[config.mk]
export PLATFORM = sky130hd
export DESIGN_NAME = wsc_div
export DESIGN_NICKNAME = d
export VERILOG_FILES = /design/src/rtl/core/wsc_div.sv
export SDC_FILE = /design/constraint.sdc
export NUM_CORES = 1
export LEC_CHECK = 0
export BUFFER_PORTS_ARGS = -buffer_cell sky130_fd_sc_hd__buf_2
export CAP_MARGIN = 20
export CORE_MARGIN = 1
export CORE_UTILIZATION = 54
export CTS_BUF_LIST = sky130_fd_sc_hd__clkbuf_2
export CTS_CLUSTER_DIAMETER = 80
export CTS_CLUSTER_SIZE = 14
export DETAILED_ROUTE_END_ITERATION = 7
export PLACE_DENSITY = 0.83
export SYNTH_ARGS = -nofsm -noshare
export SYNTH_HDL_FRONTEND = slang
export SYNTH_SLANG_ARGS = --single-unit
[constraint.sdc]
create_clock -name clk_i -period 3.58 [get_ports clk_i]
set_input_delay 0.537 -clock clk_i [delete_from_list [all_inputs] [get_ports clk_i]]
set_output_delay 0.537 -clock clk_i [all_outputs]
set_load 0.005 [all_outputs]
[src/rtl/core/wsc_div.sv]
// wsc_div: shared signed divider, 64-bit dividend by 32-bit divisor
// restoring, one quotient bit per cycle, truncates toward zero; no dependencies
module wsc_div (
  input  logic               clk_i,
  input  logic               rst_ni,
  input  logic               start_i,
  input  logic signed [63:0] dividend_i,
  input  logic signed [31:0] divisor_i,
  output logic               done_o,
  output logic signed [63:0] quot_o
);

  typedef enum logic [1:0] {D_IDLE, D_RUN, D_DONE} dstate_e;

  dstate_e     st_q, st_d;
  logic [5:0]  cnt_q, cnt_d;
  logic [63:0] num_q, quo_q;
  logic [31:0] rem_q, den_q;
  logic        neg_q;

  logic [32:0] rem_sh;
  logic        ge;
  logic [32:0] rem_sub;

  assign rem_sh  = {rem_q, num_q[63]};
  assign ge      = rem_sh >= {1'b0, den_q};
  assign rem_sub = rem_sh - {1'b0, den_q};

  always_comb begin
    st_d  = st_q;
    cnt_d = cnt_q;
    unique case (st_q)
      D_IDLE: begin
        if (start_i) begin
          st_d  = D_RUN;
          cnt_d = '0;
        end
      end
      D_RUN: begin
        cnt_d = cnt_q + 6'd1;
        if (cnt_q == 6'd63) st_d = D_DONE;
      end
      D_DONE: st_d = D_IDLE;
      default: st_d = D_IDLE;
    endcase
  end

  always_ff @(posedge clk_i or negedge rst_ni) begin
    if (!rst_ni) begin
      st_q  <= D_IDLE;
      cnt_q <= '0;
    end else begin
      st_q  <= st_d;
      cnt_q <= cnt_d;
    end
  end

  always_ff @(posedge clk_i) begin
    if (st_q == D_IDLE && start_i) begin
      num_q <= dividend_i[63] ? 64'(-dividend_i) : 64'(dividend_i);
      den_q <= divisor_i[31] ? 32'(-divisor_i) : 32'(divisor_i);
      neg_q <= dividend_i[63] ^ divisor_i[31];
      rem_q <= '0;
      quo_q <= '0;
    end else if (st_q == D_RUN) begin
      num_q <= {num_q[62:0], 1'b0};
      rem_q <= ge ? rem_sub[31:0] : rem_sh[31:0];
      quo_q <= {quo_q[62:0], ge};
    end
  end

  assign done_o = (st_q == D_DONE);
  assign quot_o = neg_q ? -$signed(quo_q) : $signed(quo_q);

endmodule

Word-level counts from Yosys, hierarchy flattened --
Cells that the tools add are included.
Cells by class: bitwise operators 1, add/subtract/negate cells 5, mux-type cells 11, eq/ne operators 5, order comparisons 1, reduce and logical (&&, ||, !) cells 6
Operator list (count):
- $mux 64 | 4
- $neg 64->64 | 2
- $ge 33x32->1 | 1
- $mux 32 | 1
- $neg 32->32 | 1
- $sub 32x32->32 | 1
- $mux 31 | 1
- $pmux 6 s2 | 1
- $add 6x1->6 const B | 1
- $eq 6x6->1 const B | 1
- $mux 6 | 1
- $mux 2 | 2
- $ne 2x2->1 const B | 2
- $pmux 2 s2 | 1
- $reduce_and 2->1 | 2
- $reduce_bool 2->1 | 2
- $eq 2x1->1 const B | 1
- $eq 2x2->1 const B | 1
- $logic_not 2->1 | 1
- $logic_and 1x1->1 | 1
- $xor 1x1->1 | 1
Word-level totals: bits of input ports 99, register bits 201

Logic depth before layout (Yosys ltp) --
Gate-level depths: netlist (run 1).
depth after elaboration 3, depth in mapped cells 13, depth with buffers taken out 12

Least setup slack after synthesis (run 1) --
OpenSTA, ideal clock, no wires.
kind input to register, start point input dividend_i[12], end point register num_q[63] (data pin), data required time 3435 ps, setup time 145 ps, slack -145 ps, path buffers 0, stages 8, arrival 3580 ps, cells stage by stage or4_4 or4_4 or3_4 or4b_4 or2_1 or3_1 or4b_1 o21ai_1
On the way: cells in the longest elaborated chain, start to end 3
Ends and longest elaborated chain:
- start: declaration | line 7 | input logic signed [63:0] dividend_i,
- $neg 64->64 | line 60 | num_q <= dividend_i[63] ? 64'(-dividend_i) : 64'(dividend_i);
- $mux 64 | line 60
- $mux 64 | line 59 | if (st_q == D_IDLE && start_i) begin
- end signal: assignment | line 60
- end signal: assignment | line 66 | num_q <= {num_q[62:0], 1'b0};
- end: declaration | line 17 | logic [63:0] num_q, quo_q;
Every way passes these cells. A chain may end at the register's enable or synchronous reset.

Worst setup path after layout (run 1) --
start point register quo_q[27], end point output quot_o[45]
On the way: cells in the longest elaborated chain, start to end 2
Ends and longest elaborated chain:
- start: declaration | line 17
- start signal: assignment | line 68 | quo_q <= {quo_q[62:0], ge};
- $neg 64->64 | line 73 | assign quot_o = neg_q ? -$signed(quo_q) : $signed(quo_q);
- $mux 64 | line 73
- end: declaration | line 10 | output logic signed [63:0] quot_o
Every way passes these cells.

==> results.yml, run 1 <==
synth:
  synthFlopType: "edfxtp_1"
  syn_area_mm2: 0.0120
  synth-edff-count: 97
  ys_seq_elements: 201
  yosys_warnings: 0
  syn_inst: 1295
  syn_nets: 1431
  yosysUniqueCellTypes: 63
  ys_seq_area_frac: 0.418
  synth_area_per_cell_um2: 9.30
  synthArstFlopShare: 0.0398
sta:
  finClkSkew_ps: 127
  rsz0062_at_grt: "yes"
  worst_hold_slack_ps: 78.9
  tightest_slew_ps: 970
  fin_crit_sh: 1.22
  finalMaxSlewViolations: 0
  fmax_mhz: 230
  setup_viol_count_final: 30
  fin_crit_ps: 4350
  timing.setup.tns_ps: -17200
  slew_headroom: 0.353
  hold_violations: 0
  setup_slack_ps: -772
clock_network:
  htree_levels: 1
  cts-root-buf: "clkbuf_2"
  clk_path_buf_depth: 3
  cts.sinks: 201
  numCtsBuffers: 18
  cts_tree: "built"
  path_clk_slew_ps: 300
  clock_latency_ps: 830
min_path:
  hp-class: "in -> async"
grt:
  grt_pass1_vias: 9966
  grt_max_degree: 91
  grt_usage: 0.250
  grt_pass1_wl_um: 47000
  antenna_found_initial: 2
  gr-total-overflow: 0
routing:
  drc_errors: 0
  routed.top_layer: "met5"
  dr.pass1.iters: 5
  drt_iter0_drc: 724
  antenna_left: 0
  route.met3.wl_um: 1480
  routed_wirelength_um: 28700
  viasPerCell: 5.87
  dr_wl_met2_um: 13900
  wl_per_cell_um: 15.9
  vias: 10600
  wl_met1_um: 12700
critical_path:
  start_kind: "register"
  critical_path_required_ps: 3040
  critical-path-slowest-cell: "or3_4"
  critPathMaxFanout: 3
  crit_chain: "or3_4 -> or3_4 -> or3_4 -> or3_4 -> or3_4 -> buf_6 -> or3_4 -> o31ai_4 -> xnor2_1 -> buf_2"
  cp.arrival_ps: 3810
  critPathMostFrequentCell: "or3_4"
  endpoint_kind: "primary output"
  critPathMaxStageDelay_ps: 380
  crit_type: "reg -> out"
place:
  gp_congestion: 0.947
  port_buffers: 163
  hpwl_um: 20100
die:
  io-pin-count: 164
  die_area_mm2: 0.0229
  die_y_um: 151
  coreArea_mm2: 0.0218
  num_rows: 54
  die_x_um: 151
  floorplan.initialDensity: 0.552
layout:
  area_delta_synth_final_pct: 18.8
  nets: 1652
  n_fill_cell: 1779
  layout-drive-gt1-share: 0.216
job:
  cap_violations: 0
status:
  status: "complete, but fails checks"
  violations: "setup timing"
power_and_ir_drop:
  powerDensity_mw_per_mm2: 614
  ir_worst_vdd_mv: 0.265
  p_leak_nw: 5.93
cell usage after synthesis, types with 6 or more instances:
| cell type | n | area share |
|---|---|---|
| or4_1 | 21 | 0.013 |
| a32oi_1 | 8 | 0.0058 |
| mux2i_1 | 22 | 0.018 |
| ha_1 | 36 | 0.037 |
| nor2b_1 | 6 | 0.0031 |
| nor2_1 | 28 | 0.0087 |
| nand4_1 | 9 | 0.0047 |
| o41ai_1 | 15 | 0.011 |
| clkbuf_1 | 60 | 0.019 |
| a21oi_1 | 41 | 0.017 |
| edfxtp_1 | 97 | 0.24 |
| nand3_1 | 16 | 0.0066 |
| or2_2 | 6 | 0.0031 |
| inv_1 | 53 | 0.017 |
| or3_1 | 35 | 0.018 |
| o31ai_1 | 57 | 0.036 |
| nand2_1 | 154 | 0.048 |
| a21o_1 | 12 | 0.0075 |
| dfrtp_1 | 8 | 0.017 |
| nand2b_1 | 9 | 0.0047 |
| xor2_1 | 68 | 0.049 |
| dfxtp_1 | 96 | 0.16 |
| xnor2_1 | 114 | 0.083 |
| nor3_1 | 19 | 0.0079 |
| o21ai_0 | 170 | 0.071 |
| a22o_1 | 63 | 0.046 |
| nor4_1 | 6 | 0.0031 |
cell usage in the layout (no fill, tap or decap), types with 14 or more instances in the layout:
cell type,n
edfxtp_1,97
inv_1,52
clkbuf_2,28
xnor2_1,113
o31ai_1,46
dfxtp_1,92
mux2i_1,22
o21ai_1,16
buf_4,69
a21oi_1,41
nand2_1,149
or3_1,26
ha_1,36
buf_2,163
or4_1,19
a22o_1,63
o21ai_0,152
dlygate4sd3_1,31
nor2_1,27
o41ai_1,14
xor2_1,68
nor3_1,16
routing by layer:
| metal | vias up | track usage |
|---|---|---|
| met5 | - | 0 |
| met4 | 2 | 0.0740 |
| met3 | 60 | 0.0292 |
| met2 | 322 | 0.427 |
| met1 | 5018 | 0.331 |
| li1 | 5203 | - |
worst max-delay path: cells and delay by family (launching register included):
kind,cells,cell delay [ps]
AO/OA/AOI/OAI,1,190
AND/OR/NAND/NOR,6,2140
XOR/XNOR,1,150
buffers and inverters,2,270
flip-flops,1,370
per-stage QoR:
stage | cell area [um^2] | setup slack, ps | util | cells | total power [W]
after floorplan | 12000 | -125 | - | 1295 | 0.00638
after global placement | 13500 | -254 | 0.620 | 1743 | 0.00744
after detailed placement | 13500 | -308 | 0.620 | 1743 | 0.00762
after CTS | 14200 | -846 | 0.649 | 1806 | 0.00869
after global routing | 14300 | -934 | 0.656 | 1807 | 0.00945
final | 14300 | -772 | 0.656 | 1807 | 0.00879
sequential cells by signal (all words and copies together), names as in the netlist:
register  flops
cnt_q         6
quo_q        64
rem_q        32
st_q          2
num_q        64
den_q        32
neg_q         1
power breakdown:
group	leakage [nW]	internal (W)	switching, W
registers	1.89	0.00319	0.000450
logic	3.91	0.00199	0.00220
clock network	0.124	0.000206	0.000755
total	5.93	0.00539	0.00340
cell type report:
class                           instances  area (um^2)  area share
Clock buffer                           28          140     0.00979
Sequential cell                       201         5040       0.352
Clock inverter                          2         13.8    0.000962
Multi-Input combinational cell        976         6880       0.481
Inverter                               53          199      0.0139
Timing Repair Buffer                  266         1690       0.118
Tap cell                              280          350      0.0245
Antenna cell                            1         2.50    0.000175
cell families after synthesis:
kind of cell / Yosys count / synth area share
compound gates: 406 / 0.220
flops: 201 / 0.418
mux: 22 / 0.0183
xor+xnor: 182 / 0.132
simple gates: 329 / 0.135
buf+inv: 118 / 0.0371
fa+ha+maj: 37 / 0.0391
worst paths after layout:
check                              start         end  slack (ps)  depth (start not counted)
max                            quo_q[27]  quot_o[45]        -770                         10
min                               rst_ni    cnt_q[1]          80                          2
min reg2reg                    rem_q[26]   rem_q[27]         450                          2
max reg2reg                     den_q[8]   rem_q[26]         310                         11
min in group clk_i         dividend_i[0]    num_q[0]         100                          3
max in group asynchronous         rst_ni     st_q[1]        3200                          2
repair_timing:
item                       in CTS  in global routing
resized for setup              43                 34
pin swaps                       4                 12
hold buffers                   31                  0
buffers inserted                2                  0
hold endpoints to repair       39                  0
setup endpoints to repair      40                 43
gates cloned                    0                  0
(Power assumes the default switching activity.)
==> inputs of run 2 (changes only) <==
--- a/config.mk
+++ b/config.mk
@@ -8,12 +8,12 @@
 export BUFFER_PORTS_ARGS = -buffer_cell sky130_fd_sc_hd__buf_2
 export CAP_MARGIN = 20
 export CORE_MARGIN = 1
-export CORE_UTILIZATION = 54
+export CORE_UTILIZATION = 60
 export CTS_BUF_LIST = sky130_fd_sc_hd__clkbuf_2
 export CTS_CLUSTER_DIAMETER = 80
 export CTS_CLUSTER_SIZE = 14
 export DETAILED_ROUTE_END_ITERATION = 7
-export PLACE_DENSITY = 0.83
+export PLACE_DENSITY = 0.87
 export SYNTH_ARGS = -nofsm -noshare
 export SYNTH_HDL_FRONTEND = slang
 export SYNTH_SLANG_ARGS = --single-unit
==> constraint.sdc (replaced) <==
create_clock -name clk_i -period 5.5 [get_ports clk_i]
set_input_delay 0.825 -clock clk_i [delete_from_list [all_inputs] [get_ports clk_i]]
set_output_delay 0.825 -clock clk_i [all_outputs]
set_load 0.005 [all_outputs]
==> run 2 against run 1 <==
  * The run now ends clean
  * Largest cell class unchanged
  * Non-clock buffer count down 95
  * Highest routed layer is now met4
  * Global-route usage grew 0.51 points
  * Clock-buffer cell count unchanged
==> results.yml, run 2 (synthesized netlist as in run 1, its figures left out) <==
status:
  status: "finished clean"
min_path:
  hp-class: "in -> reg"
sta:
  setup_viol_count_final: 0
  rsz0062_at_grt: "no"
  finClkSkew_ps: 74.2
  fin_crit_sh: 0.915
  fin_crit_ps: 5030
  slew_headroom: 0.300
  finalMaxSlewViolations: 0
  hold_violations: 0
  fmax_mhz: 199
  tightest_slew_ps: 1050
  timing.setup.tns_ps: 0
layout:
  final_common_cell: "o21ai_0"
  area_delta_synth_final_pct: 9.68
  n_fill_cell: 1590
  layout-drive-gt1-share: 0.154
  fin_util: 0.674
  reg.largest.list: "num_q x64, quo_q x64"
  nets: 1557
  final_cell_mix: "o21ai_0, buf_2, nand2_1"
clock_network:
  cts_setup_buffers: 0
  clock_latency_ps: 770
  cts-root-buf: "clkbuf_2"
  htree_levels: 1
  cts.sinks: 201
  numCtsBuffers: 18
  clk_path_buf_depth: 3
  path_clk_slew_ps: 270
  cts_tree: "built"
place:
  hpwl_um: 19100
  gp_congestion: 0.911
  port_buffers: 163
routing:
  dr.pass1.iters: 5
  routed_wirelength_um: 26500
  drc_errors: 0
  drt_iter0_drc: 599
  antenna_left: 0
  wl_per_cell_um: 15.6
  vias: 10200
  viasPerCell: 5.99
critical_path:
  endpoint_kind: "primary output"
  critPathMostFrequentCell: "or3_1"
  critical-path-slowest-cell: "or3_1"
  crit_chain: "or3_1 -> nor4_1 -> nand3_1 -> or3_1 -> or3_1 -> nor3_1 -> nand2_1 -> o31ai_1 -> xnor2_1 -> buf_2"
  r2r_setup_slack_ps: 1630
  start_kind: "register"
  crit_family: "simple AND/OR/NAND/NOR gates"
  critPathMaxStageDelay_ps: 450
  cp.arrival_ps: 4210
  cp.buffers_inverters: 1
  critPathMaxFanout: 6
  critical_path_required_ps: 4680
  crit_type: "reg -> out"
power_and_ir_drop:
  powerDensity_mw_per_mm2: 410
  ir_worst_vdd_mv: 0.221
  p_leak_nw: 5.42
grt:
  antenna_found_initial: 3
  grt_usage: 0.255
  grt_pass1_wl_um: 43000
  grt_max_degree: 90
  grt_pass1_vias: 9134
  gr-total-overflow: 0
job:
  cap_violations: 0
die:
  floorplan.initialDensity: 0.615
  num_rows: 51
  die_y_um: 144
  die_area_mm2: 0.0206
  coreArea_mm2: 0.0196
  io-pin-count: 164
  die_x_um: 144
## run 2: metrics by stage
step                total power (W)  std cells  setup WS, ps  area [um^2]  hold slack [ps]
global placement            0.00469       1665          1050        13000              469
floorplan                   0.00416       1295          1490        12000              452
global route                0.00583       1698          87.1        13200              211
detailed placement          0.00480       1665           958        13000              477
CTS                         0.00541       1695           246        13200              219
finish                      0.00542       1698           467        13200              281
## run 2: power breakdown
group          internal [W]  switching, W
logic               0.00110       0.00129
clock network      0.000134      0.000478
registers           0.00208      0.000337
## run 2: metal layers
layer	GRT usage	vias up	share of wire
li1	-	5003	-
met1	0.351	4784	0.46
met2	0.426	341	0.47
met3	0.0290	49	0.053
met4	0.0683	0	0.022
met5	0	-	0
## run 2: timing repair
action / 4_1_cts / 5_1_grt
setup endpoints to repair: 0 / 5
hold buffers: 1 / 0
gates resized for setup: 0 / 1
endpoints found under the hold margin: 8 / 0
## run 2: final timing paths
path,startpoint,to,cells after the start
min,divisor_i[0],den_q[0],1
min in group asynchronous,rst_ni,cnt_q[0],2
max in group asynchronous,rst_ni,cnt_q[1],2
min reg2reg,num_q[38],num_q[39],2
max reg2reg,den_q[8],rem_q[13],12
max,quo_q[2],quot_o[59],10
## run 2: cell type report
type	count	area [um^2]	area share
clock inverter	1	11.3	0.000853
timing repair buffer	171	878	0.0665
antenna	3	7.51	0.000568
tap	265	332	0.0251
sequential	201	5030	0.381
multi-input combinational	976	6610	0.500
inverter	53	199	0.0151
clock buffer	28	140	0.0106
==> inputs of run 3 (changes only) <==
--- a/config.mk
+++ b/config.mk
@@ -9,7 +9,7 @@
 export CAP_MARGIN = 20
 export CORE_MARGIN = 1
 export CORE_UTILIZATION = 60
-export CTS_BUF_LIST = sky130_fd_sc_hd__clkbuf_2
+export CTS_BUF_LIST = sky130_fd_sc_hd__clkbuf_4
 export CTS_CLUSTER_DIAMETER = 80
 export CTS_CLUSTER_SIZE = 14
 export DETAILED_ROUTE_END_ITERATION = 7
==> run 3 against run 2 <==
  * Clock skew decreased by 31 ps
  * First-iteration DRC count decreased by 0.67%
  * Global-route usage about the same
  * Flip-flop and latch count unchanged
  * Combinational power about the same
  * Total power increased by 1.6%
  * Die area unchanged
  * Critical endpoint unchanged
  * Largest cell class unchanged
  * Largest power group unchanged
==> results.yml, run 3 (synthesized netlist as in run 1, its figures left out) <==
layout:
  n_fill_cell: 1576
  layout-drive-gt1-share: 0.153
  reg.largest.list: "num_q x64, quo_q x64"
  fin_util: 0.678
  instances_no_fill: 1698
  nets: 1557
  area_delta_synth_final_pct: 10.2
  final_cell_mix: "o21ai_0, buf_2, nand2_1"
  final_common_cell: "o21ai_0"
  post-route-cell-area_mm2: 0.0133
sta:
  finalMaxSlewViolations: 0
  fmax_mhz: 200
  fin_crit_sh: 0.909
  finClkSkew_ps: 43.4
  timing.setup.tns_ps: 0
  tightest_slew_ps: 1020
  setup_slack_ps: 499
  slew_headroom: 0.322
  fin_crit_ps: 5000
  hold_violations: 0
  setup_viol_count_final: 0
  rsz0062_at_grt: "no"
critical_path:
  crit_type: "reg -> out"
  start_kind: "register"
  critPathMaxFanout: 7
  crit_start: "quo_q[6]"
  endpoint_kind: "primary output"
  rr_endpoint: "rem_q[13]"
  worstRegToRegCells: 12
  critical_path_required_ps: 4680
  critPathCapture: "quot_o[59]"
  timing.rr.start: "den_q[8]"
  r2r_setup_slack_ps: 1600
  cp.arrival_ps: 4180
routing:
  dr_wl_met2_um: 12400
  routed_wirelength_um: 26400
  wl_met1_um: 12100
  dr.pass1.iters: 5
  drc_errors: 0
  viasPerCell: 5.97
  drt_iter0_drc: 595
  route.met3.wl_um: 1400
  wl_per_cell_um: 15.6
  antenna_left: 0
  routed.top_layer: "met4"
  vias: 10100
grt:
  gr-total-overflow: 0
  grt_pass1_vias: 9133
  grt_max_degree: 90
  grt_pass1_wl_um: 43000
  antenna_found_initial: 3
  grt_usage: 0.255
place:
  placed_area_mm2: 0.0130
  gp_congestion: 0.911
  hpwl_um: 19100
  pre_cts_slack_ps: 958
  dp.cells: 1665
  port_buffers: 163
power_and_ir_drop:
  switchingPower_w: 0.00209
  ir_worst_vdd_mv: 0.231
  clockPowerShare: 0.128
  powerDensity_mw_per_mm2: 415
  p_int_w: 0.00341
  p_sw_frac: 0.380
  power_frac_seq: 0.438
  p_leak_nw: 5.43
  combPwrFrac: 0.434
clock_network:
  htree_levels: 1
  cts_resized: 0
  path_clk_slew_ps: 160
  cts-root-buf: "clkbuf_4"
  cts.sinks: 201
  cts_setup_buffers: 0
  numCtsBuffers: 18
  hold_buffers: 1
  cts_tree: "built"
  clock_latency_ps: 640
  clk_path_buf_depth: 3
min_path:
  min_path_cells: 1
  hp-class: "in -> reg"
die:
  io-pin-count: 164
  floorplan.initialDensity: 0.615
  die_area_mm2: 0.0206
  coreArea_mm2: 0.0196
  die_y_um: 144
  num_rows: 51
  die_x_um: 144
status:
  status: "finished clean"
job:
  cap_violations: 0
[run 3: layout make-up]
class,instances,area [um^2],area share
Sequential cell,201,5030,0.379
Timing Repair Buffer,171,878,0.0662
Clock inverter,1,11.3,0.000848
Tap cell,265,332,0.0250
Inverter,53,199,0.0150
Clock buffer,28,210,0.0158
Antenna cell,3,7.51,0.000566
Multi-Input combinational cell,976,6600,0.497
[run 3: critical path, cell delays in order (launching register included)]
cell	delay (ps)
dfxtp_1	400
or4_1	590
nor3_1	400
nand3_1	230
or3_1	460
or3_1	400
nor3_1	230
nand2_1	200
o31ai_1	310
xnor2_1	200
buf_2	160
[run 3: through the flow]
| step | hold slack, ps | power, W |
|---|---|---|
| after floorplan | 452 | 0.00416 |
| after global placement | 469 | 0.00469 |
| after detailed placement | 477 | 0.00480 |
| after CTS | 376 | 0.00551 |
| after global routing | 392 | 0.00592 |
| final | 429 | 0.00550 |
[run 3: worst min-delay path by stage]
| stage | startpoint | end | slack [ps] |
|---|---|---|---|
| detailed placement | rem_q[21] | rem_q[21] | 480 |
| CTS | divisor_i[0] | den_q[0] | 380 |
| global route | divisor_i[0] | den_q[0] | 390 |
| finish | divisor_i[0] | den_q[0] | 430 |
| floorplan | rem_q[20] | rem_q[20] | 450 |
| global placement | rem_q[10] | rem_q[10] | 470 |
[run 3: power by group through the flow]
stage          Sequential, W  Combinational (W)  Clock, W
2_1_floorplan        0.00234            0.00182         0
3_3_place_gp         0.00242            0.00227         0
3_5_place_dp         0.00244            0.00236         0
4_1_cts              0.00241            0.00237  0.000732
5_1_grt              0.00247            0.00267  0.000782
6_report             0.00241            0.00239  0.000702
[run 3: per-layer routing]
metal | vias up | GRT usage
li1 | 5007 | -
met1 | 4779 | 0.349
met2 | 310 | 0.427
met3 | 49 | 0.0307
met4 | 0 | 0.0661
met5 | - | 0
